<file path="config.mk">
export PLATFORM = sky130hd
export DESIGN_NAME = lfu_cache_table
export DESIGN_NICKNAME = d
export VERILOG_FILES = /design/src/rtl/lfu_pkg.sv /design/src/rtl/lfu_cache_table.sv /design/src/rtl/lfu_ram.sv /design/src/rtl/lfu_scan.sv /design/src/rtl/lfu_rank.sv
export SDC_FILE = /design/constraint.sdc
export NUM_CORES = 2
export LEC_CHECK = 0
export BUFFER_PORTS_ARGS = -buffer_cell sky130_fd_sc_hd__buf_4
export CAP_MARGIN = 25
export CORE_UTILIZATION = 50
export CTS_BUF_LIST = sky130_fd_sc_hd__clkbuf_16
export CTS_CLUSTER_DIAMETER = 60
export DETAILED_ROUTE_END_ITERATION = 10
export PLACE_DENSITY = 0.66
export SLEW_MARGIN = 0
export SYNTH_ARGS = -nofsm -noshare
export SYNTH_HDL_FRONTEND = slang
export SYNTH_SLANG_ARGS = --single-unit
</file>
<file path="constraint.sdc">
create_clock -name clk -period 18.12 [get_ports clk]
set_input_delay 1.812 -clock clk [delete_from_list [all_inputs] [get_ports clk]]
set_output_delay 1.812 -clock clk [all_outputs]
set_load 0.02 [all_outputs]
</file>
<file path="src/rtl/lfu_pkg.sv">
// Shared types, constants and command structs for the LFU cache table.
package lfu_pkg;

    localparam int ENTRIES = 16;
    localparam int IDX_W   = (ENTRIES > 1) ? $clog2(ENTRIES) : 1;
    localparam int CNT_W   = $clog2(ENTRIES + 1);
    localparam int RANK_W  = IDX_W;
    localparam int KEY_W   = 32;
    localparam int VAL_W   = 32;
    localparam int USE_W   = 32;
    localparam int CAP_W   = 5;
    localparam int CMP_W   = (CAP_W > CNT_W) ? CAP_W : CNT_W;

    localparam logic [USE_W-1:0] USE_MAX = '1;
    localparam logic [CAP_W-1:0] CAP_RESET = CAP_W'(16);

    localparam logic OP_GET = 1'b0;
    localparam logic OP_PUT = 1'b1;

    typedef struct packed {
        logic [KEY_W-1:0] key;
        logic [VAL_W-1:0] value;
        logic [USE_W-1:0] count;
    } entry_t;

    localparam int ENTRY_W = $bits(entry_t);

    typedef struct packed {
        logic              hit;
        logic [IDX_W-1:0]  hit_idx;
        logic [VAL_W-1:0]  hit_value;
        logic [USE_W-1:0]  hit_count;
        logic [RANK_W-1:0] hit_rank;
        logic              vic_found;
        logic [IDX_W-1:0]  vic_idx;
        logic [RANK_W-1:0] vic_rank;
        logic              free_found;
        logic [IDX_W-1:0]  free_idx;
    } scan_res_t;

    typedef enum logic [1:0] {
        R_NONE    = 2'd0,
        R_TOUCH   = 2'd1,
        R_REPLACE = 2'd2
    } rank_op_t;

    typedef struct packed {
        rank_op_t          op;
        logic [IDX_W-1:0]  tgt_idx;
        logic [RANK_W-1:0] tgt_rank;
        logic              evict;
        logic [IDX_W-1:0]  vic_idx;
        logic [RANK_W-1:0] vic_rank;
    } rank_cmd_t;

endpackage

</file>
<file path="src/rtl/lfu_cache_table.sv">
// Top level of the LFU cache table: sequencer, configuration register and result register.
//
// Fully associative key/value cache of 16 entries with least-frequently-used
// replacement and least-recently-used tie break. A request is accepted while
// the block is idle; then a single compare unit walks the entry RAM one entry
// per cycle, reading all 16 entries through the registered read port, and an
// update step writes the RAM and the recency ranks and loads the result
// register. in_ready is high only while the block is idle; a result waits in
// an output register, the update step is held while the previous result has
// not been taken, and a new request is accepted as soon as the update is done.
// The capacity register may be written at any time the block is idle; a value
// above 16 acts as 16, and zero stops puts from inserting new keys while keys
// already present still hit and can be updated.
module lfu_cache_table (
    input  logic                             clk,
    input  logic                             rst_n,
    input  logic                             cfg_valid,
    output logic                             cfg_ready,
    input  logic [lfu_pkg::CAP_W-1:0]        capacity,
    input  logic                             in_valid,
    output logic                             in_ready,
    input  logic                             opcode,
    input  logic signed [lfu_pkg::KEY_W-1:0] key,
    input  logic signed [lfu_pkg::VAL_W-1:0] value,
    output logic                             out_valid,
    input  logic                             out_ready,
    output logic                             hit,
    output logic signed [lfu_pkg::VAL_W-1:0] read_value
);

    typedef enum logic [2:0] {
        S_IDLE   = 3'b001,
        S_SCAN   = 3'b010,
        S_UPDATE = 3'b100
    } state_t;

    state_t state_reg;
    state_t state_next;

    logic [lfu_pkg::CAP_W-1:0] cap_reg;
    logic                      op_reg;
    logic [lfu_pkg::KEY_W-1:0] key_reg;
    logic [lfu_pkg::VAL_W-1:0] val_reg;
    logic [lfu_pkg::CNT_W-1:0] addr_reg;
    logic [lfu_pkg::CNT_W-1:0] addr_next;
    logic                      pend_reg;
    logic                      pend_next;
    logic [lfu_pkg::IDX_W-1:0] pidx_reg;
    logic [lfu_pkg::IDX_W-1:0] pidx_next;

    logic                      out_valid_reg;
    logic                      out_valid_next;
    logic                      hit_reg;
    logic                      hit_next;
    logic [lfu_pkg::VAL_W-1:0] rv_reg;
    logic [lfu_pkg::VAL_W-1:0] rv_next;

    logic                       accept;
    logic                       rd_en;
    logic                       fire;
    logic                       wr_en;
    logic [lfu_pkg::IDX_W-1:0]  wr_addr;
    lfu_pkg::entry_t            wr_entry;
    logic [lfu_pkg::ENTRY_W-1:0] rd_data;
    lfu_pkg::entry_t            rd_entry;
    lfu_pkg::scan_res_t         sres;
    lfu_pkg::rank_cmd_t         rcmd;
    logic                       ent_valid;
    logic [lfu_pkg::RANK_W-1:0] ent_rank;
    logic [lfu_pkg::CNT_W-1:0]  occ;
    logic [lfu_pkg::CMP_W-1:0]  cap_ext;
    logic [lfu_pkg::CMP_W-1:0]  cap_eff;
    logic                       full;
    logic                       is_put;
    logic [lfu_pkg::USE_W-1:0]  count_inc;
    logic [lfu_pkg::IDX_W-1:0]  slot;

    assign cfg_ready = 1'b1;
    assign in_ready  = (state_reg == S_IDLE);
    assign accept    = in_valid && in_ready;
    assign rd_en     = (state_reg == S_SCAN) && (addr_reg != lfu_pkg::CNT_W'(lfu_pkg::ENTRIES));
    assign fire      = (state_reg == S_UPDATE) && (!out_valid_reg || out_ready);
    assign is_put    = (op_reg == lfu_pkg::OP_PUT);
    assign rd_entry  = lfu_pkg::entry_t'(rd_data);

    assign cap_ext = lfu_pkg::CMP_W'(cap_reg);
    assign cap_eff = (cap_ext > lfu_pkg::CMP_W'(lfu_pkg::ENTRIES)) ?
                     lfu_pkg::CMP_W'(lfu_pkg::ENTRIES) : cap_ext;
    assign full    = (lfu_pkg::CMP_W'(occ) >= cap_eff);

    assign count_inc = (sres.hit_count == lfu_pkg::USE_MAX) ?
                       lfu_pkg::USE_MAX : sres.hit_count + lfu_pkg::USE_W'(1);

    // After an eviction the new entry goes to the lowest free index, which
    // may be the victim's own slot.
    assign slot = (full && !(sres.free_found && (sres.free_idx < sres.vic_idx))) ?
                  sres.vic_idx : sres.free_idx;

    lfu_ram #(
        .WIDTH(lfu_pkg::ENTRY_W),
        .DEPTH(lfu_pkg::ENTRIES)
    ) u_ram (
        .clk    (clk),
        .wr_en  (wr_en),
        .wr_addr(wr_addr),
        .wr_data(wr_entry),
        .rd_en  (rd_en),
        .rd_addr(addr_reg[lfu_pkg::IDX_W-1:0]),
        .rd_data(rd_data)
    );

    lfu_rank u_rank (
        .clk      (clk),
        .rst_n    (rst_n),
        .cmd      (rcmd),
        .rd_idx   (pidx_reg),
        .rd_valid (ent_valid),
        .rd_rank  (ent_rank),
        .occupancy(occ)
    );

    lfu_scan u_scan (
        .clk      (clk),
        .rst_n    (rst_n),
        .clear    (accept),
        .sample   (pend_reg),
        .idx      (pidx_reg),
        .ent_valid(ent_valid),
        .ent_rank (ent_rank),
        .ent      (rd_entry),
        .key      (key_reg),
        .res      (sres)
    );

    always_comb
    begin
        state_next = state_reg;
        addr_next  = addr_reg;
        pend_next  = 1'b0;
        pidx_next  = pidx_reg;
        unique case (state_reg)
            S_IDLE:
            begin
                if (accept)
                begin
                    addr_next  = '0;
                    state_next = S_SCAN;
                end
            end
            S_SCAN:
            begin
                if (rd_en)
                begin
                    pend_next = 1'b1;
                    pidx_next = addr_reg[lfu_pkg::IDX_W-1:0];
                    addr_next = addr_reg + lfu_pkg::CNT_W'(1);
                end
                else
                begin
                    // The last entry is sampled at this edge.
                    state_next = S_UPDATE;
                end
            end
            S_UPDATE:
            begin
                if (fire)
                begin
                    state_next = S_IDLE;
                end
            end
            default:
            begin
                state_next = S_IDLE;
            end
        endcase
    end

    always_comb
    begin
        wr_en          = 1'b0;
        wr_addr        = sres.hit_idx;
        wr_entry.key   = key_reg;
        wr_entry.value = val_reg;
        wr_entry.count = count_inc;
        rcmd.op        = lfu_pkg::R_NONE;
        rcmd.tgt_idx   = sres.hit_idx;
        rcmd.tgt_rank  = sres.hit_rank;
        rcmd.evict     = 1'b0;
        rcmd.vic_idx   = sres.vic_idx;
        rcmd.vic_rank  = sres.vic_rank;
        out_valid_next = out_valid_reg && !out_ready;
        hit_next       = hit_reg;
        rv_next        = rv_reg;
        if (fire)
        begin
            out_valid_next = 1'b1;
            hit_next       = sres.hit;
            rv_next        = '0;
            if (sres.hit)
            begin
                wr_en   = 1'b1;
                rcmd.op = lfu_pkg::R_TOUCH;
                if (!is_put)
                begin
                    wr_entry.value = sres.hit_value;
                    rv_next        = sres.hit_value;
                end
            end
            else if (is_put && (cap_eff != '0))
            begin
                wr_en          = 1'b1;
                wr_addr        = slot;
                wr_entry.count = lfu_pkg::USE_W'(1);
                rcmd.op        = lfu_pkg::R_REPLACE;
                rcmd.tgt_idx   = slot;
                rcmd.evict     = full;
            end
        end
    end

    always_ff @(posedge clk or negedge rst_n)
    begin
        if (!rst_n)
        begin
            state_reg     <= S_IDLE;
            cap_reg       <= lfu_pkg::CAP_RESET;
            addr_reg      <= '0;
            pend_reg      <= 1'b0;
            out_valid_reg <= 1'b0;
        end
        else
        begin
            state_reg     <= state_next;
            addr_reg      <= addr_next;
            pend_reg      <= pend_next;
            out_valid_reg <= out_valid_next;
            if (cfg_valid && cfg_ready)
            begin
                cap_reg <= capacity;
            end
        end
    end

    always_ff @(posedge clk)
    begin
        pidx_reg <= pidx_next;
        hit_reg  <= hit_next;
        rv_reg   <= rv_next;
        if (accept)
        begin
            op_reg  <= opcode;
            key_reg <= key;
            val_reg <= value;
        end
    end

    assign out_valid  = out_valid_reg;
    assign hit        = hit_reg;
    assign read_value = rv_reg;

endmodule

</file>
<file path="src/rtl/lfu_ram.sv">
// Generic single-port-write, single-port-read RAM with registered read data.
module lfu_ram #(
    parameter int WIDTH = 8,
    parameter int DEPTH = 16,
    localparam int ADDR_W = (DEPTH > 1) ? $clog2(DEPTH) : 1
) (
    input  logic              clk,
    input  logic              wr_en,
    input  logic [ADDR_W-1:0] wr_addr,
    input  logic [WIDTH-1:0]  wr_data,
    input  logic              rd_en,
    input  logic [ADDR_W-1:0] rd_addr,
    output logic [WIDTH-1:0]  rd_data
);

    logic [WIDTH-1:0] mem [DEPTH];
    logic [WIDTH-1:0] rd_data_reg;

    always_ff @(posedge clk)
    begin
        if (wr_en)
        begin
            mem[wr_addr] <= wr_data;
        end
        if (rd_en)
        begin
            rd_data_reg <= mem[rd_addr];
        end
    end

    assign rd_data = rd_data_reg;

endmodule

</file>
<file path="src/rtl/lfu_scan.sv">
// Shared compare unit: one entry per cycle for key match, victim and free slot.
module lfu_scan (
    input  logic                       clk,
    input  logic                       rst_n,
    input  logic                       clear,
    input  logic                       sample,
    input  logic [lfu_pkg::IDX_W-1:0]  idx,
    input  logic                       ent_valid,
    input  logic [lfu_pkg::RANK_W-1:0] ent_rank,
    input  lfu_pkg::entry_t            ent,
    input  logic [lfu_pkg::KEY_W-1:0]  key,
    output lfu_pkg::scan_res_t         res
);

    lfu_pkg::scan_res_t res_reg;
    lfu_pkg::scan_res_t res_next;
    logic [lfu_pkg::USE_W-1:0] vic_count_reg;
    logic [lfu_pkg::USE_W-1:0] vic_count_next;
    logic key_eq;
    logic better;

    assign key_eq = (ent.key == key);

    // Lower count wins; on equal counts the older entry (higher rank) wins.
    assign better = !res_reg.vic_found || (ent.count < vic_count_reg) ||
                    ((ent.count == vic_count_reg) && (ent_rank > res_reg.vic_rank));

    always_comb
    begin
        res_next       = res_reg;
        vic_count_next = vic_count_reg;
        if (clear)
        begin
            res_next.hit        = 1'b0;
            res_next.vic_found  = 1'b0;
            res_next.free_found = 1'b0;
        end
        else if (sample)
        begin
            if (ent_valid)
            begin
                if (key_eq && !res_reg.hit)
                begin
                    res_next.hit       = 1'b1;
                    res_next.hit_idx   = idx;
                    res_next.hit_value = ent.value;
                    res_next.hit_count = ent.count;
                    res_next.hit_rank  = ent_rank;
                end
                if (better)
                begin
                    res_next.vic_found = 1'b1;
                    res_next.vic_idx   = idx;
                    res_next.vic_rank  = ent_rank;
                    vic_count_next     = ent.count;
                end
            end
            else if (!res_reg.free_found)
            begin
                res_next.free_found = 1'b1;
                res_next.free_idx   = idx;
            end
        end
    end

    always_ff @(posedge clk or negedge rst_n)
    begin
        if (!rst_n)
        begin
            res_reg       <= '0;
            vic_count_reg <= '0;
        end
        else
        begin
            res_reg       <= res_next;
            vic_count_reg <= vic_count_next;
        end
    end

    assign res = res_reg;

endmodule

</file>
<file path="src/rtl/lfu_rank.sv">
// Valid bits, recency ranks and occupancy count, updated by each command.
module lfu_rank (
    input  logic                       clk,
    input  logic                       rst_n,
    input  lfu_pkg::rank_cmd_t         cmd,
    input  logic [lfu_pkg::IDX_W-1:0]  rd_idx,
    output logic                       rd_valid,
    output logic [lfu_pkg::RANK_W-1:0] rd_rank,
    output logic [lfu_pkg::CNT_W-1:0]  occupancy
);

    logic [lfu_pkg::ENTRIES-1:0] valid_reg;
    logic [lfu_pkg::ENTRIES-1:0] valid_next;
    logic [lfu_pkg::RANK_W-1:0]  rank_reg  [lfu_pkg::ENTRIES];
    logic [lfu_pkg::RANK_W-1:0]  rank_next [lfu_pkg::ENTRIES];
    logic [lfu_pkg::CNT_W-1:0]   occ_reg;
    logic [lfu_pkg::CNT_W-1:0]   occ_next;

    always_comb
    begin
        valid_next = valid_reg;
        rank_next  = rank_reg;
        occ_next   = occ_reg;
        unique case (cmd.op)
            lfu_pkg::R_NONE:
            begin
            end
            lfu_pkg::R_TOUCH:
            begin
                for (int i = 0; i < lfu_pkg::ENTRIES; i++)
                begin
                    if (lfu_pkg::IDX_W'(i) == cmd.tgt_idx)
                    begin
                        rank_next[i] = '0;
                    end
                    else if (valid_reg[i] && (rank_reg[i] < cmd.tgt_rank))
                    begin
                        rank_next[i] = rank_reg[i] + lfu_pkg::RANK_W'(1);
                    end
                end
            end
            lfu_pkg::R_REPLACE:
            begin
                // Eviction closes the gap left by the victim, then every
                // remaining entry ages by one to make room for the new one.
                for (int i = 0; i < lfu_pkg::ENTRIES; i++)
                begin
                    if (lfu_pkg::IDX_W'(i) == cmd.tgt_idx)
                    begin
                        valid_next[i] = 1'b1;
                        rank_next[i]  = '0;
                    end
                    else if (cmd.evict && (lfu_pkg::IDX_W'(i) == cmd.vic_idx))
                    begin
                        valid_next[i] = 1'b0;
                    end
                    else if (valid_reg[i])
                    begin
                        if (cmd.evict && (rank_reg[i] > cmd.vic_rank))
                        begin
                            rank_next[i] = rank_reg[i];
                        end
                        else
                        begin
                            rank_next[i] = rank_reg[i] + lfu_pkg::RANK_W'(1);
                        end
                    end
                end
                if (!cmd.evict)
                begin
                    occ_next = occ_reg + lfu_pkg::CNT_W'(1);
                end
            end
            default:
            begin
            end
        endcase
    end

    always_ff @(posedge clk or negedge rst_n)
    begin
        if (!rst_n)
        begin
            valid_reg <= '0;
            occ_reg   <= '0;
        end
        else
        begin
            valid_reg <= valid_next;
            occ_reg   <= occ_next;
        end
    end

    always_ff @(posedge clk)
    begin
        rank_reg <= rank_next;
    end

    assign rd_valid  = valid_reg[rd_idx];
    assign rd_rank   = rank_reg[rd_idx];
    assign occupancy = occ_reg;

endmodule
</file>
==> metrics <==
Post-CTS Resized=0; dominant cell type by area after synthesis=edfxtp_1; antenna-violating nets left=0; Period minus WS final=6993 ps; synth warn=0; largest family of logic cells by synthesized area=multiplexers; max cap viols=0; Crit Path Class=primary input to flip-flop; CP Capture Type=flip-flop; Comb power frac=around an eighth; Worst-path clk slew=about 60 ps; Post-synth EDFFs=1798; largest net degree at the start of global routing=roughly 140; synthesized area per cell=20.76 sq um; Critical Path Fanout Max=39; Net Sw Frac=24.19%; Final Max Tran Viols=0; Area Growth Syn to Fin=12.24%; Critical Path Sink=u_ram.mem[6][81]$_DFFE_PP_; prevailing post-synth register cell=edfxtp_1; synth top area cells=edfxtp_1 68%, mux4_2 14%, dfrtp_1 4.8%; Final Util=between 50% and 60%; Nets=4295; Fin. Hold Viols=0; cell with the most instances after synthesis=edfxtp_1; R2R setup slack=between 10000 and 15000 ps; vias per cell=~6.1; post-synthesis net count=slightly above 4000; Skew-Pair Late Insertion Delay=roughly 820 ps; Switch Pwr=approximately 2.5 mW; Synth top area share=68.35%; multiplexer share of the synthesized area=roughly 17%; PD cells=116.4 nW/um^2; clock root buffer master=clkbuf_16; Synth top cells by count=1798 x edfxtp_1, 504 x mux4_2, 176 x ha_1; Post-Synth XOR/XNOR Area=around 1.1%; Max Freq=143.0 MHz; Seq/Total Area, Yosys=between 70% and 80%; Arrival @ worst endpoint=between 7000 and 8000 ps; Post-Syn Area=about 79000 sq um; Synth Area in Compound Gates=2.057%; drt wl/cell=approximately 28 microns; I/O Buffers=between 100 and 150; Worst slew margin=26.20%; Cells on Worst Hold Path=1; GRT overflow=0; gr usage total=between 20% and 30%; Syn Inst Count=3805; asr flop ratio synth=a little under 8%; DR DRC count=0; global-route wire length before repair=257.7 mm; Clk network pwr share=between 30% and 40%; Setup crit start=out_ready; RD Place Congestion=0.8423; detailed-route wire length=between 150 and 200 mm; vias in the first global route=a little under 40000; num ports=between 100 and 150; Core Footprint=roughly 160000 sq um; setup repair after global routing missed its margin=no; Reg power frac=51.4%; clock sinks=a little under 2000; number of post-CTS setup repair buffers=0; post-detail-place hpwl=95.46 mm; Setup Skew=roughly 26 ps; TritonRoute pass-1 iters=5; initial core utilization=just over 50%; share of cells above drive strength 1=~28%; Finished Cell Area=88670 sq um; r2r startpoint=cap_ext[4]$_DFFE_PN1P_; worst-case reg-to-reg path depth=9; Rows=approximately 150; Fillers=roughly 11000; Setup crit start kind=primary input; Clock Tree Buf Depth=3; final worst path period share=38.59%; hold crit path type=flip-flop to flip-flop; initial antenna violation count=2; Worst IR Drop VDD=~0.11 mV; Internal Power=7.823 mW; DR iter-0 viols=between 3000 and 4000; Synth Area in Simple Gates=2.935%; #FFs+latches synth=~2000; LEAKAGE=28.51 nW; routed vias=38050; Die W=roughly 400 microns; WP data required=roughly 19000 ps; TritonCTS Buffers=~190; full die area=159600 sq um; Placed Instance Area=between 80000 and 90000 sq um; CTS tree=done; run status=complete, no violations; Yosys cell types=62; final setup fails=0; Adder-Cell Fraction of Synth Area=under 10%; setup TNS=0 ps; hold buffers post-CTS=0; Worst-Margin Slew=1107 ps; reg2reg end=u_ram.mem[6][81]$_DFFE_PP_; Die H=399.5 microns; H-tree levels=4; number of flip-flops in the largest register=1536
## power groups by stage
stage | Sequential (mW) | Combinational, mW | Clock (mW)
2_1_floorplan | 5.33 | 0.999 | 0
3_3_place_gp | 5.39 | 1.32 | 0
3_5_place_dp | 5.40 | 1.34 | 0
4_1_cts | 5.30 | 1.34 | 3.78
5_1_grt | 5.32 | 1.43 | 3.96
6_report | 5.30 | 1.31 | 3.71
## kinds of logic (layout without fill, tap and decap cells)
logic type,Yosys count,count (layout)
other,1,2
flip-flops,1953,1953
multiplexers,658,658
AND/OR/NAND/NOR,403,403
adder cells (fa/ha/maj),176,176
XOR/XNOR,96,96
buffers and inverters,254,653
AO/OA/AOI/OAI,264,264
## through the flow
step	hold slack, ps	power, mW	setup WS (ps)	cells
global placement	454.7	6.713	10390	5876
floorplan	423.1	6.324	8622	3805
CTS	478.2	10.43	11160	6252
global route	494.2	10.71	10880	6262
finish	475.5	10.32	11130	6263
detailed placement	464.2	6.736	10310	5897
## worst max-delay path, cell delays in order
cell     delay [ps]
buf_4           140
nor2b_1         470
nor3_4          170
and2_2          480
buf_4           370
nand4_1         160
and3_1          860
nand4_1         430
nor2_4          880
buf_4           750
buf_4           730
## how the worst min path moves through the flow
stage / from / end
floorplan: addr_reg[2]$_DFFE_PN0P_ / pidx_reg[2]$_DFFE_PP_
global placement: u_scan.res[13]$_DFFE_PN0P_ / u_scan.res[13]$_DFFE_PN0P_
detailed placement: u_ram.rd_data[42]$_DFFE_PP_ / u_scan.res[60]$_DFFE_PN0P_
CTS: u_scan.res[13]$_DFFE_PN0P_ / u_scan.res[13]$_DFFE_PN0P_
global route: u_ram.rd_data[46]$_DFFE_PP_ / u_scan.res[64]$_DFFE_PN0P_
finish: u_scan.res[13]$_DFFE_PN0P_ / u_scan.res[13]$_DFFE_PN0P_
## final cells by class
cell class | instances | area (sq um) | area share, %
timing repair buffer | 213 | 1769 | 1.995
clock inverter | 159 | 949.7 | 1.071
tap | 2058 | 2575 | 2.904
inverter | 85 | 321.6 | 0.3627
clock buffer | 196 | 4905 | 5.532
sequential | 1953 | 57890 | 65.29
multi-input combinational | 1598 | 20250 | 22.84
antenna | 1 | 2.502 | 0.002822
## layer usage
metal	vias to the layer above	global-route usage [%]	wire, microns
li1	16170	-	-
met3	233	3.372	10420
met1	20330	32.63	75430
met2	1317	34.90	84150
met4	0	5.677	3498
met5	-	0	0
## layout by cell type (no fill, tap or decap), types with 9 or more instances in the layout
cell / netlist / final
edfxtp_1: 1798 / 1798
mux4_2: 504 / 504
buf_4: 6 / 200
clkbuf_16: 0 / 196
ha_1: 176 / 176
mux2_2: 149 / 149
dfrtp_1: 153 / 149
inv_1: 85 / 131
nor2_1: 96 / 79
a21oi_1: 72 / 72
o21ai_0: 69 / 69
clkinv_1: 0 / 58
nand2_1: 58 / 57
xor2_1: 53 / 53
nand4_1: 52 / 52
and2_1: 51 / 50
nand3_1: 44 / 43
xnor2_1: 43 / 43
o21a_1: 24 / 24
clkinv_2: 0 / 23
nor2b_1: 23 / 22
a31oi_1: 21 / 21
nor2_4: 0 / 17
and3_1: 16 / 16
nand2b_1: 16 / 16
a21boi_0: 16 / 16
a21o_1: 13 / 13
nor4_4: 10 / 10
a211o_1: 9 / 9
Power figures use the tool's default switching activity.
